File: src/sv/fqrr_ram.sv
`timescale 1ns / 1ps
// Generic single-write, single-read RAM with registered read data.
// No dependencies.
module fqrr_ram #(
    parameter int WIDTH = 64,
    parameter int DEPTH = 64
) (
    input  logic                     i_clk,
    input  logic                     i_we,
    input  logic [$clog2(DEPTH)-1:0] i_waddr,
    input  logic [WIDTH-1:0]         i_wdata,
    input  logic                     i_re,
    input  logic [$clog2(DEPTH)-1:0] i_raddr,
    output logic [WIDTH-1:0]         o_rdata
);
    logic [WIDTH-1:0] r_mem [DEPTH];
    logic [WIDTH-1:0] r_rdata;

    always_ff @(posedge i_clk) begin
        if (i_we) begin
            r_mem[i_waddr] <= i_wdata;
        end
        if (i_re) begin
            r_rdata <= r_mem[i_raddr];
        end
    end

    assign o_rdata = r_rdata;
endmodule

File: config.mk
export PLATFORM = sky130hd
export DESIGN_NAME = fqrr_ram
export DESIGN_NICKNAME = d
export VERILOG_FILES = /design/src/sv/fqrr_ram.sv
export SDC_FILE = /design/constraint.sdc
export NUM_CORES = 2
export LEC_CHECK = 0
export BUFFER_PORTS_ARGS = -buffer_cell sky130_fd_sc_hd__clkbuf_2
export CAP_MARGIN = 15
export CORE_MARGIN = 4
export CORE_UTILIZATION = 40
export CTS_BUF_LIST = sky130_fd_sc_hd__clkbuf_8
export DETAILED_ROUTE_END_ITERATION = 6
export PLACE_DENSITY = 0.65
export SKIP_LAST_GASP = 1
export SLEW_MARGIN = 20
export SYNTH_ARGS = -nofsm -noshare
export SYNTH_HDL_FRONTEND = slang
export SYNTH_SLANG_ARGS = --single-unit
File: constraint.sdc
create_clock -name i_clk -period 11.33 [get_ports i_clk]
set_input_delay 1.133 -clock i_clk [delete_from_list [all_inputs] [get_ports i_clk]]
set_output_delay 1.133 -clock i_clk [all_outputs]
set_load 0.05 [all_outputs]
==> impl_results.md <==
* Vias/cell at 6.033
* R2R Setup Slk at 9.03 ns
* Clk root buf: clkbuf_8
* Fin Setup TNS at 0 ns
* Initial Utilization at between 40% and 50%
* Crit path capture type: flop
* Synthesized area at 157,000 um^2
* Fmax at between 0.2 and 0.25 GHz
* Count of input and output buffers at about 140
* Routed length per instance at 34.53 um
* EDFF count, synth at roughly 4,200
* Mapped Nets at about 6,700
* CP Class: in2reg
* Setup Slack @ Placement at between 6 and 7 ns
* Hold Crit Class: in2reg
* Peak supply drop at ~0.15 mV
* Largest net degree at the start of global routing at 111
* Layout cell share with drive strength beyond 1 at roughly 29%
* Slew Limit Fails at 0
* CTS tree: built
* Nets at approximately 7,300
* Setup violators final at 0
* Status: finished clean
* Ys Warns at 0
* Initial drt markers at between 10,000 and 15,000
* DIE AREA at just over 400,000 um^2
* Top sig layer: met5
* Max Fanout on Critical Path at 94
* Hold WS at around 0.29 ns
* Final Instance Area at between 150,000 and 200,000 um^2
* Tot GR Track Use at a little over a fifth
* Clk_skew at approximately 0.051 ns
* Met2 WL post-DR at around 220 mm
* Max-Cap Viols at 0
* Worst EP arrival at about 5 ns
* Hold Fails Final Rpt at 0
* Util after Layout at between 40 and 50%
* DP Wirelength at 227.8 mm
* Crit start category: primary input
* Worst-Margin Slew at between 1 and 1.5 ns
* Number of global-route vias before repair at 78,010
* Fin crit share at 35.85%
* Synthesized flop and latch total at 4,160
* Max-slew headroom at between 10% and 20%
* # resized after CTS at 0
* H-tree Lvls at 6
* Router iterations before antenna repair at 6
* RePlAce Congestion at a little under 0.8
* Worst-Skew Late Latency at between 1 and 1.5 ns
* DRC Markers at 0
* Clock buffer count from CTS at between 600 and 700
* Core footprint at 390,000 um^2
* Setup ws final at between 7 and 8 ns
* Mapped Cells at around 6,600
* Async set-reset flop share out of synthesis at 0%
* CTS clk-pin slew, worst paths at ~0.060 ns
* WL met3 at 43.74 mm
* Antenna-violating nets left at 0
* Seq/Total Area, Yosys at ~80%
* Dpl cell area at roughly 160,000 um^2
* Synth Flop Type: edfxtp_1
* Met1 wire length at about 170 mm
* Initial antenna violation count at 32
* DR vias at 77,750
* Global route overflow at 0
* Setup bufs post-CTS at 0
* Area delta synth->final at 12.31%
* CP required at 12.19 ns
* Core Rows at ~230
* RSZ-0062 raised after global routing: false
* Pwr dens at 169.8 nW/um^2
* Distinct cells, synth at 32
* Mean Syn Cell Area at 23.79 um^2
* Floorplan die width at 634.5 um
* Die Y at ~630 um
* Fillers at around 32,000
* Global-route wire length before repair at a little over 600 mm
* I/O Pins at between 100 and 150
* Clock sink count at 4,160
* Hold buffers post-CTS at 0
* Leak at ~0.055 uW
* Min Tclk post-route at 4.062 ns
* Bufs on Longest Clock Path at 4
* Post-Route WL at roughly 450 mm
## cell type report
type                       instances  area (um^2)  area share (%)
clock inverter                   456         2475           1.404
sequential                      4160       124900           70.85
inverter                          19        71.32         0.04045
multi-input combinational       2049        30800           17.47
antenna                           13        32.53         0.01845
tap                             5197         6502           3.688
timing repair buffer             355         2736           1.552
clock buffer                     638         8781           4.980
## final timing paths
check                                    from          end  depth (start not counted)
worst max-delay path               i_raddr[0]  o_rdata[27]                          8
worst min-delay path                     i_re   o_rdata[0]                          1
worst max register to register  r_mem[13][10]  o_rdata[10]                          5
worst min register to register  r_mem[38][10]  o_rdata[10]                          4
## per-layer routing
layer	vias to the layer above	GRT usage (%)
met2	4778	35.83
li1	29840	-
met3	834	4.118
met5	-	0
met4	18	7.660
met1	42280	29.21
## registers in the layout, summed over array words and instances, names as in the netlist
signal	count
r_mem	4096
o_rdata	64
## synthesized netlist by cell type (20+ instances only)
cell / count / share of area, %
or2_2: 28 / 0.11
a211oi_1: 63 / 0.30
and3_1: 64 / 0.26
buf_2: 170 / 0.54
a22o_1: 88 / 0.49
a22oi_1: 168 / 0.80
buf_1: 20 / 0.048
edfxtp_1: 4160 / 80
clkbuf_1: 140 / 0.33
nor2b_1: 28 / 0.11
mux2i_1: 135 / 0.86
nor2_1: 112 / 0.27
nand3_1: 45 / 0.14
a41oi_1: 26 / 0.15
nand2_1: 58 / 0.14
o22ai_1: 83 / 0.33
mux4_2: 1024 / 15
o221ai_1: 38 / 0.21
buf_4: 34 / 0.16
or3_1: 29 / 0.12
## critical path: stages
cell	delay (ns)
buf_12	0.58
buf_12	0.70
buf_4	0.88
mux4_2	0.61
mux2i_1	0.18
o22ai_1	0.13
a41oi_1	0.38
a211oi_1	0.11
## power by group
group | switching [uW] | internal [uW]
Sequential | 67.7 | 17100
Combinational | 984 | 520
Clock | 5730 | 5560
Total | 6780 | 23200
## cells by family after synthesis
logic type	share of synthesized area [%]
DFF	79.57
muxes	15.55
AOI/OAI and AO/OA	2.467
buffers and inverters	1.176
and+or+nand+nor	1.235
## through the flow
stage / cells / total power, uW
after detailed placement: 11780 / 18990
after CTS: 12870 / 30150
after global placement: 11780 / 18950
after global routing: 12880 / 30940
final: 12890 / 29940
after floorplan: 6598 / 18310
## layout by cell type (no fill, tap or decap), types with 29 or more instances in the layout
cell type	instances
o22ai_1	83
and3_1	64
a22o_1	88
a22oi_1	168
buf_2	38
edfxtp_1	4160
a211oi_1	60
buf_4	198
mux4_2	1024
clkbuf_8	638
nand3_1	45
buf_12	29
inv_1	229
o221ai_1	38
clkbuf_2	86
or3_1	29
nand2_1	56
nor2_4	65
clkinv_2	55
nor2_1	47
mux2i_1	135
clkinv_1	124
(Power assumes the default switching activity.)
