==> src/sv/fqrr_pkg.sv <==
`timescale 1ns / 1ps
// Shared types and constants for the four-queue round-robin merge unit.
// No dependencies; every other file but fqrr_ram imports this package.
package fqrr_pkg;

    localparam int NUM_QUEUES = 4;
    localparam int SLOTS      = 16;
    localparam int QIDX_W     = 2;
    localparam int SLOT_W     = 4;
    localparam int ADDR_W     = QIDX_W + SLOT_W;
    localparam int STORE_D    = NUM_QUEUES * SLOTS;
    localparam int CNT_W      = 5;
    localparam int TOTAL_W    = 7;
    localparam int MODE_W     = 2;
    localparam int CODE_W     = 3;
    localparam int TAG_W      = 64;

    typedef logic [MODE_W-1:0] t_mode;
    typedef logic [CODE_W-1:0] t_code;
    typedef logic [TAG_W-1:0]  t_tag;

    localparam t_mode MODE_SELECT = 2'd0;
    localparam t_mode MODE_PUSH   = 2'd1;
    localparam t_mode MODE_DRAIN  = 2'd2;

    localparam t_code CODE_NONE  = 3'd0;
    localparam t_code CODE_FIRST = 3'd1;
    localparam t_code CODE_LAST  = 3'd4;

    typedef enum logic [1:0] {
        ST_IDLE,
        ST_SCAN,
        ST_LOAD,
        ST_SEND
    } t_state;

    // Request to the queue pointer unit
    typedef struct packed {
        logic              push;
        logic              pop;
        logic              clear;
        logic [QIDX_W-1:0] qidx;
    } t_ptr_op;

    // Status of the queue addressed by the request
    typedef struct packed {
        logic [SLOT_W-1:0] tail;
        logic [SLOT_W-1:0] head;
        logic              full;
        logic              empty;
    } t_ptr_stat;

    // Visit order within a round: queues 1, 3, 2, 4
    function automatic logic [QIDX_W-1:0] visit_qidx(input logic [QIDX_W-1:0] pos);
        logic [QIDX_W-1:0] q;
        case (pos)
            2'd0:    q = 2'd0;
            2'd1:    q = 2'd2;
            2'd2:    q = 2'd1;
            default: q = 2'd3;
        endcase
        return q;
    endfunction

endpackage

==> src/sv/fqrr_ptrs.sv <==
`timescale 1ns / 1ps
// Per-queue occupancy and read pointers, updated through one shared port.
// Depends on fqrr_pkg.
module fqrr_ptrs #(
    parameter int QUEUE_DEPTH = 16
) (
    input  logic                i_clk,
    input  logic                i_rst_n,
    input  fqrr_pkg::t_ptr_op   i_op,
    output fqrr_pkg::t_ptr_stat o_stat
);
    import fqrr_pkg::*;

    localparam logic [CNT_W-1:0]  DEPTH_C   = CNT_W'(QUEUE_DEPTH);
    localparam logic [SLOT_W-1:0] HEAD_WRAP = SLOT_W'(QUEUE_DEPTH - 1);

    logic [CNT_W-1:0]  r_count [NUM_QUEUES];
    logic [SLOT_W-1:0] r_head  [NUM_QUEUES];
    logic [CNT_W-1:0]  w_cnt;
    logic [SLOT_W-1:0] w_head;

    assign w_cnt  = r_count[i_op.qidx];
    assign w_head = r_head[i_op.qidx];

    always_comb begin
        o_stat.tail  = w_cnt[SLOT_W-1:0];
        o_stat.head  = w_head;
        o_stat.full  = (w_cnt >= DEPTH_C);
        o_stat.empty = (w_cnt == '0);
    end

    always_ff @(posedge i_clk) begin
        if (!i_rst_n || i_op.clear) begin
            for (int i = 0; i < NUM_QUEUES; i++) begin
                r_count[i] <= '0;
                r_head[i]  <= '0;
            end
        end else if (i_op.push && !o_stat.full) begin
            r_count[i_op.qidx] <= w_cnt + CNT_W'(1);
        end else if (i_op.pop) begin
            r_count[i_op.qidx] <= w_cnt - CNT_W'(1);
            r_head[i_op.qidx]  <= (w_head == HEAD_WRAP) ? '0 : w_head + SLOT_W'(1);
        end
    end
endmodule

==> config.mk <==
export PLATFORM = sky130hd
export DESIGN_NAME = fqrr_ptrs
export DESIGN_NICKNAME = d
export VERILOG_FILES = /design/src/sv/fqrr_pkg.sv /design/src/sv/fqrr_ptrs.sv
export SDC_FILE = /design/constraint.sdc
export NUM_CORES = 1
export LEC_CHECK = 0
export BUFFER_PORTS_ARGS = -buffer_cell sky130_fd_sc_hd__buf_2
export CAP_MARGIN = 5
export CORE_MARGIN = 1.5
export CORE_UTILIZATION = 63
export DETAILED_ROUTE_END_ITERATION = 8
export PLACE_DENSITY = 0.9
export SLEW_MARGIN = 5
export SYNTH_ARGS = -nofsm -noshare
export SYNTH_HDL_FRONTEND = slang
export SYNTH_SLANG_ARGS = --single-unit
==> constraint.sdc <==
create_clock -name i_clk -period 4.4 [get_ports i_clk]
set_clock_uncertainty 0.2 [all_clocks]
set_input_delay 0 -clock i_clk [delete_from_list [all_inputs] [get_ports i_clk]]
set_output_delay 0 -clock i_clk [all_outputs]
set_load 0.01 [all_outputs]
==> flow_summary.toml, run 1 <==
[critical_path]
crit_arrival_ns = 3.01
worstPathCellList = "mux2i_1 -> a22oi_1 -> nand2_1 -> xnor2_1 -> ha_1 -> or4_1 -> a21boi_0 -> nor3_1"
critPathMaxFanout = 11
required_ns = 4.28
cpPeakStageDelay_ns = 0.62
critPathKind = "flop to flop"
worstSetupStartpoint = "r_count[0][4]$_SDFFCE_PN0P_"
r2r-end = "r_count[3][2]$_DFFE_PP_"
crit_buf_inv = 0
crit_family = "simple AND/OR/NAND/NOR gates"
cp-start-kind = "flop"
endpoint_kind = "flop"
r2r_setup_slack_ns = 1.27
r2r.worst_path.cells = 8
worstReg2RegStart = "r_count[0][4]$_SDFFCE_PN0P_"
cpMaxStageDelayCell = "or4_1"

[worst_hold_path]
hold_path_depth = 3
hp-class = "input pin to flop"
hp-start = "i_op[2]"
holdPathEnd = "r_count[2][4]$_SDFFCE_PN0P_"

[power]
p_leak_nw = 0.7858
vdd_ir_drop_max_uv = 215.1
powerDensity_nw_per_um2 = 334.2

[floorplan]
io_pins = 17
die_w_um = 58.02
std_cell_rows = 19
die-area_um2 = 3366
start_util = 0.6798
core_area_um2 = 2805
die_y_um = 58.02

[clocking]
cts.sinks = 36
cts_hold_buf = 0
postCtsSetupRepairBufs = 0
cts_resized = 0
cts_buffer_depth = 2
cts_tree = "done"
cts_root_buf = "clkbuf_4"
cts_max_level = 2
cts.clk_slew.worst_paths_ns = 0.11
insertion_delay_ns = 0.34
numCtsBuffers = 5

[detailed_routing]
firstDrtPassIters = 6
vias = 1290
postRouteAntennaNets = 0
wl_um = 3673
wl_per_cell_um = 18.46
drt_iter0_markers = 96
vias_per_cell = 6.482
route.detailed.drc = 0

[timing]
rsz0062_at_grt = "false"
hold_viol_final = 0
tns_ns = 0
finalSetupViolCount = 0
max_freq_mhz = 319.6
period_share = 0.7110
relSlewSlack = 0.5093
fin_hold_ws_ns = 0.09634
worstMarginPinSlew_ns = 0.7283
period_needed_ns = 3.129
slew_viol_final = 0

[global_route]
grt_pass1_wl_um = 5996
grt_pass1_vias = 1258
track_usage = 0.2500
grt_max_degree = 17
overflow = 0
antenna_found_initial = 0

[layout]
multi_input_area_um2 = 758.2
fillCellCount = 180
layout_common_cells = "edfxtp_1, nor2_1, buf_2, nor3_1, mux4_2"
instances_no_fill = 199
regArea_um2 = 1081
final_core_util = 0.7217
nets = 176
drive_above_1_share = 0.2083
antenna_cells = 0
mostFrequentLayoutCell = "edfxtp_1"
area_growth_pct = 6.168
fin_area_um2 = 2024

[synth]
synth_top_flop_cell = "edfxtp_1"
postSynthAreaPerCell_um2 = 12.30
synth_seq_cells = 36
synth-edff-count = 36
synth_area_um2 = 1907
synthCells = 155
yosysUniqueCellTypes = 39
synth_warnings = 0
synth_async_sr_flop_share = 0
syn_nets = 164
synth_seq_area_share = 0.5669

[outcome]
status = "finished clean"

[flow_run]
drv_cap = 0

[place]
gp_congestion = 0.8793
dp.final_hpwl_um = 2641
placed_cells = 191
port_buffers = 16
place_area_um2 = 1973
synthesized netlist by cell type (2+ instances only):
master,instances,share of area
nor2b_1,2,0.0066
o21ai_0,5,0.013
or3_1,5,0.016
mux2i_1,4,0.021
buf_2,3,0.0079
mux4_2,8,0.094
a21o_1,2,0.0079
nand2b_1,4,0.013
inv_1,4,0.0079
xnor2_1,2,0.0092
ha_1,2,0.013
a21oi_1,2,0.0052
nor2_1,22,0.043
nand3_1,6,0.016
and2_1,3,0.0098
nor3_1,11,0.029
edfxtp_1,36,0.57
clkbuf_1,6,0.012
nand2_1,5,0.0098
nor4_1,3,0.0098
a211oi_1,2,0.0079
power by group:
part / internal, mW / switching, mW
clock network: 0.0586 / 0.109
registers: 0.397 / 0.00550
logic: 0.0404 / 0.0664
total: 0.496 / 0.181
cell families after synthesis:
kind of cell	synth area share
simple gates	0.1910
xor+xnor	0.01378
flops	0.5669
compound gates	0.06431
buf+inv	0.03543
fa+ha+maj	0.01312
mux	0.1155
state kept, by name, summed over array words and instances (netlist names):
signal / flops
r_count: 20
r_head: 16
metal layers:
metal / part of all wire / global-route usage
met5: 0 / 0
met4: 0.014 / 0.1063
met3: 0.098 / 0.05804
met2: 0.46 / 0.3636
met1: 0.43 / 0.3672
worst max path at each step:
stage / end / cells after the start
after floorplan: r_count[2][2]$_SDFFCE_PN0P_ / 10
after global placement: r_count[2][2]$_SDFFCE_PN0P_ / 9
after detailed placement: r_count[3][2]$_DFFE_PP_ / 9
after CTS: r_count[3][2]$_DFFE_PP_ / 8
after global routing: r_count[3][2]$_DFFE_PP_ / 8
final: r_count[3][2]$_DFFE_PP_ / 8
cell type report:
cell class | count | share of cell area
Sequential cell | 36 | 0.5340
Clock buffer | 5 | 0.01854
Clock inverter | 3 | 0.006799
Tap cell | 31 | 0.01916
Timing Repair Buffer | 16 | 0.03956
Multi-Input combinational cell | 104 | 0.3745
Inverter | 4 | 0.007417
stage by stage:
| step | worst slack (ns) | total power, mW |
|---|---|---|
| floorplan | 1.571 | 0.4860 |
| global placement | 1.438 | 0.5123 |
| detailed placement | 1.270 | 0.5151 |
| CTS | 1.307 | 0.6757 |
| global route | 1.066 | 0.7035 |
| finish | 1.271 | 0.6766 |
tightest hold or removal path, stage by stage:
cell and delay [ns]:
buf_2 0.09, nor2b_1 0.13, nand2_1 0.25
Note: power is estimated with default switching activity, not from simulation.
==> run 2, diff against run 1 <==
Settings changed: ABC_AREA set to 1, CORE_UTILIZATION 63 to 59, PLACE_DENSITY 0.9 to 0.85.
Clock period 4.4 ns to 3.1 ns, I/O delays scaled along.
==> flow_summary.toml, run 2 <==
[clocking]
insertion_delay_ns = 0.35
cts_buffer_depth = 2
postCtsSetupRepairBufs = 0
cts_tree = "done"
cts.clk_slew.worst_paths_ns = 0.12
cts_root_buf = "clkbuf_4"
numCtsBuffers = 5
cts.sinks = 36
cts_max_level = 2

[detailed_routing]
drt_iter0_markers = 129
postRouteAntennaNets = 0
wl_um = 4199
vias = 1544
wl_per_cell_um = 14.04
vias_per_cell = 5.164
firstDrtPassIters = 4
route.detailed.drc = 0

[synth]
synth.area.top_cells = "edfxtp_1, nand2_1, nor2_1"
synth_async_sr_flop_share = 0
synth_warnings = 0
postSynthAreaPerCell_um2 = 9.059
synthCells = 229
synth_seq_cells = 36
ys_top_cells_by_count = "nand2_1, nor2_1, edfxtp_1"
synth_top_area_cell = "edfxtp_1"
synth-edff-count = 36
synth_area_um2 = 2074
synth_top_flop_cell = "edfxtp_1"
synth_seq_area_share = 0.5211
yosysUniqueCellTypes = 33
synth_most_common_cell = "nand2_1"
synth_top_area_share = 0.5211
syn_nets = 238

[layout]
area_growth_pct = 9.168
largestRegisters = "r_count (20), r_head (16)"
nets = 261
fillCellCount = 278
top_register = "r_count"
mostFrequentLayoutCell = "nand2_1"
antenna_cells = 0
regArea_um2 = 1081
layout_common_cells = "nand2_1, nor2_1, edfxtp_1, inv_1, buf_2"
multi_input_area_um2 = 810.8
largest_reg_flops = 20
drive_above_1_share = 0.2490

[critical_path]
cpPeakStageDelay_ns = 0.54
path_common_cell = "nand2_1"
cpMaxStageDelayCell = "dlygate4sd3_1"
critPathKind = "input pin to flop"
critPathMaxFanout = 13
endpoint_kind = "flop"
required_ns = 3.00
worstReg2RegStart = "r_count[3][4]$_DFFE_PP_"
crit_arrival_ns = 2.31
cp-start-kind = "input pin"
worstPathCellList = "dlygate4sd3_1 -> buf_2 -> nor2_2 -> nand3_4 -> nand2_1 -> nand2_1 -> inv_1 -> ha_1 -> inv_1 -> nand2_2 -> nand3_2 -> nand2_1 -> nand2_1 -> nand2_2 -> nor2_1"
r2r.worst_path.cells = 15
worstSetupStartpoint = "i_op[2]"

[global_route]
track_usage = 0.2306
grt_pass1_wl_um = 6768
overflow = 0
grt_max_degree = 17
grt_pass1_vias = 1464
antenna_found_initial = 0

[power]
p_leak_nw = 1.017
vdd_ir_drop_max_uv = 341.6
seq_power_share = 0.568
total_power_mw = 1.004
powerDensity_nw_per_um2 = 443.2
p_sw_frac = 0.2967
power_switching_uw = 297.8
combPwrFrac = 0.183
clkPwrFrac = 0.249
internal_power_uw = 705.9

[timing]
finalSetupViolCount = 0
period_share = 0.7777
relSlewSlack = 0.5880
slew_viol_final = 0
fin_hold_ws_ns = 0.02678
max_freq_mhz = 414.8
period_needed_ns = 2.411
hold_viol_final = 0
rsz0062_at_grt = "false"
tns_ns = 0
worstMarginPinSlew_ns = 0.6173

[worst_hold_path]
hp-class = "input pin to flop"
hp-start = "i_op[4]"
hold_path_depth = 4

[floorplan]
die_w_um = 62.30
start_util = 0.6168
die-area_um2 = 3881
core_area_um2 = 3363
std_cell_rows = 21
die_y_um = 62.30
io_pins = 17

[flow_run]
drv_cap = 0

[place]
gp_congestion = 0.9287
port_buffers = 16
dp.final_hpwl_um = 3052

[outcome]
status = "finished clean"
run 2: cell types whose count changed after synthesis, sizes merged, moves of 5 or more:
cell	change
nand2	+60
nor3	-10
nor2	+20
inv	+32
or3	-6
mux4	-8
clkbuf	-5
nand3	+8
run 2: worst paths after layout:
path                                  to  slack [ns]
min               r_head[3][1]$_DFFE_PP_        0.03
min reg2reg  r_count[2][0]$_SDFFCE_PN0P_        0.60
max          r_count[0][4]$_SDFFCE_PN0P_        0.69
max reg2reg  r_count[0][4]$_SDFFCE_PN0P_        0.85
run 2: power by group through the flow:
stage	Sequential [mW]	Combinational, mW	Clock, mW
after floorplan	0.579	0.133	0
after global placement	0.581	0.175	0
after detailed placement	0.582	0.179	0
after CTS	0.571	0.182	0.248
after global routing	0.573	0.202	0.272
final	0.570	0.183	0.250
run 2: critical path: cells and delay by family:
family                     cells  cell delay [ns]
adders and majority gates      1             0.12
buffers and inverters          4             0.77
and+or+nand+nor               10             1.41
run 2: repair_timing:
action	CTS	global route
gates resized for setup	0	0
hold buffers	3	0
hold endpoints to repair	14	0
run 2: cell families (layout without fill, tap and decap cells):
| group | count (synthesis) | after routing | share of synthesized area |
|---|---|---|---|
| adder cells (fa/ha/maj) | 2 | 2 | 0.01206 |
| AO/OA/AOI/OAI | 17 | 17 | 0.05247 |
| XOR/XNOR | 3 | 3 | 0.01267 |
| flip-flops | 36 | 36 | 0.5211 |
| buffers and inverters | 42 | 66 | 0.08806 |
| AND/OR/NAND/NOR | 129 | 129 | 0.3136 |
run 2: per-layer routing:
| layer | share of wire | wire [µm] | track usage | vias up |
|---|---|---|---|---|
| met5 | 0 | 0 | 0 | - |
| met4 | 0.023 | 96 | 0.09444 | 0 |
| met3 | 0.064 | 268 | 0.04891 | 10 |
| met2 | 0.50 | 2116 | 0.3981 | 58 |
| met1 | 0.41 | 1718 | 0.2827 | 690 |
| li1 | - | - | - | 786 |
run 2: stage by stage:
stage | util | setup WS, ns | instance area, µm² | cells
after floorplan | - | 1.141 | 2074 | 229
after global placement | 0.6488 | 0.8825 | 2182 | 288
after detailed placement | 0.6488 | 0.8404 | 2182 | 288
after CTS | 0.6734 | 0.7501 | 2265 | 299
after global routing | 0.6734 | 0.5596 | 2265 | 299
final | 0.6734 | 0.6892 | 2265 | 299
run 2: area by class of cell:
type | instances | area share
clock buffers | 6 | 0.01823
clock inverters | 2 | 0.004972
multi-input cells | 151 | 0.3580
flip-flops and latches | 36 | 0.4773
inverters | 38 | 0.06409
well taps | 46 | 0.02541
repair buffers | 20 | 0.05193
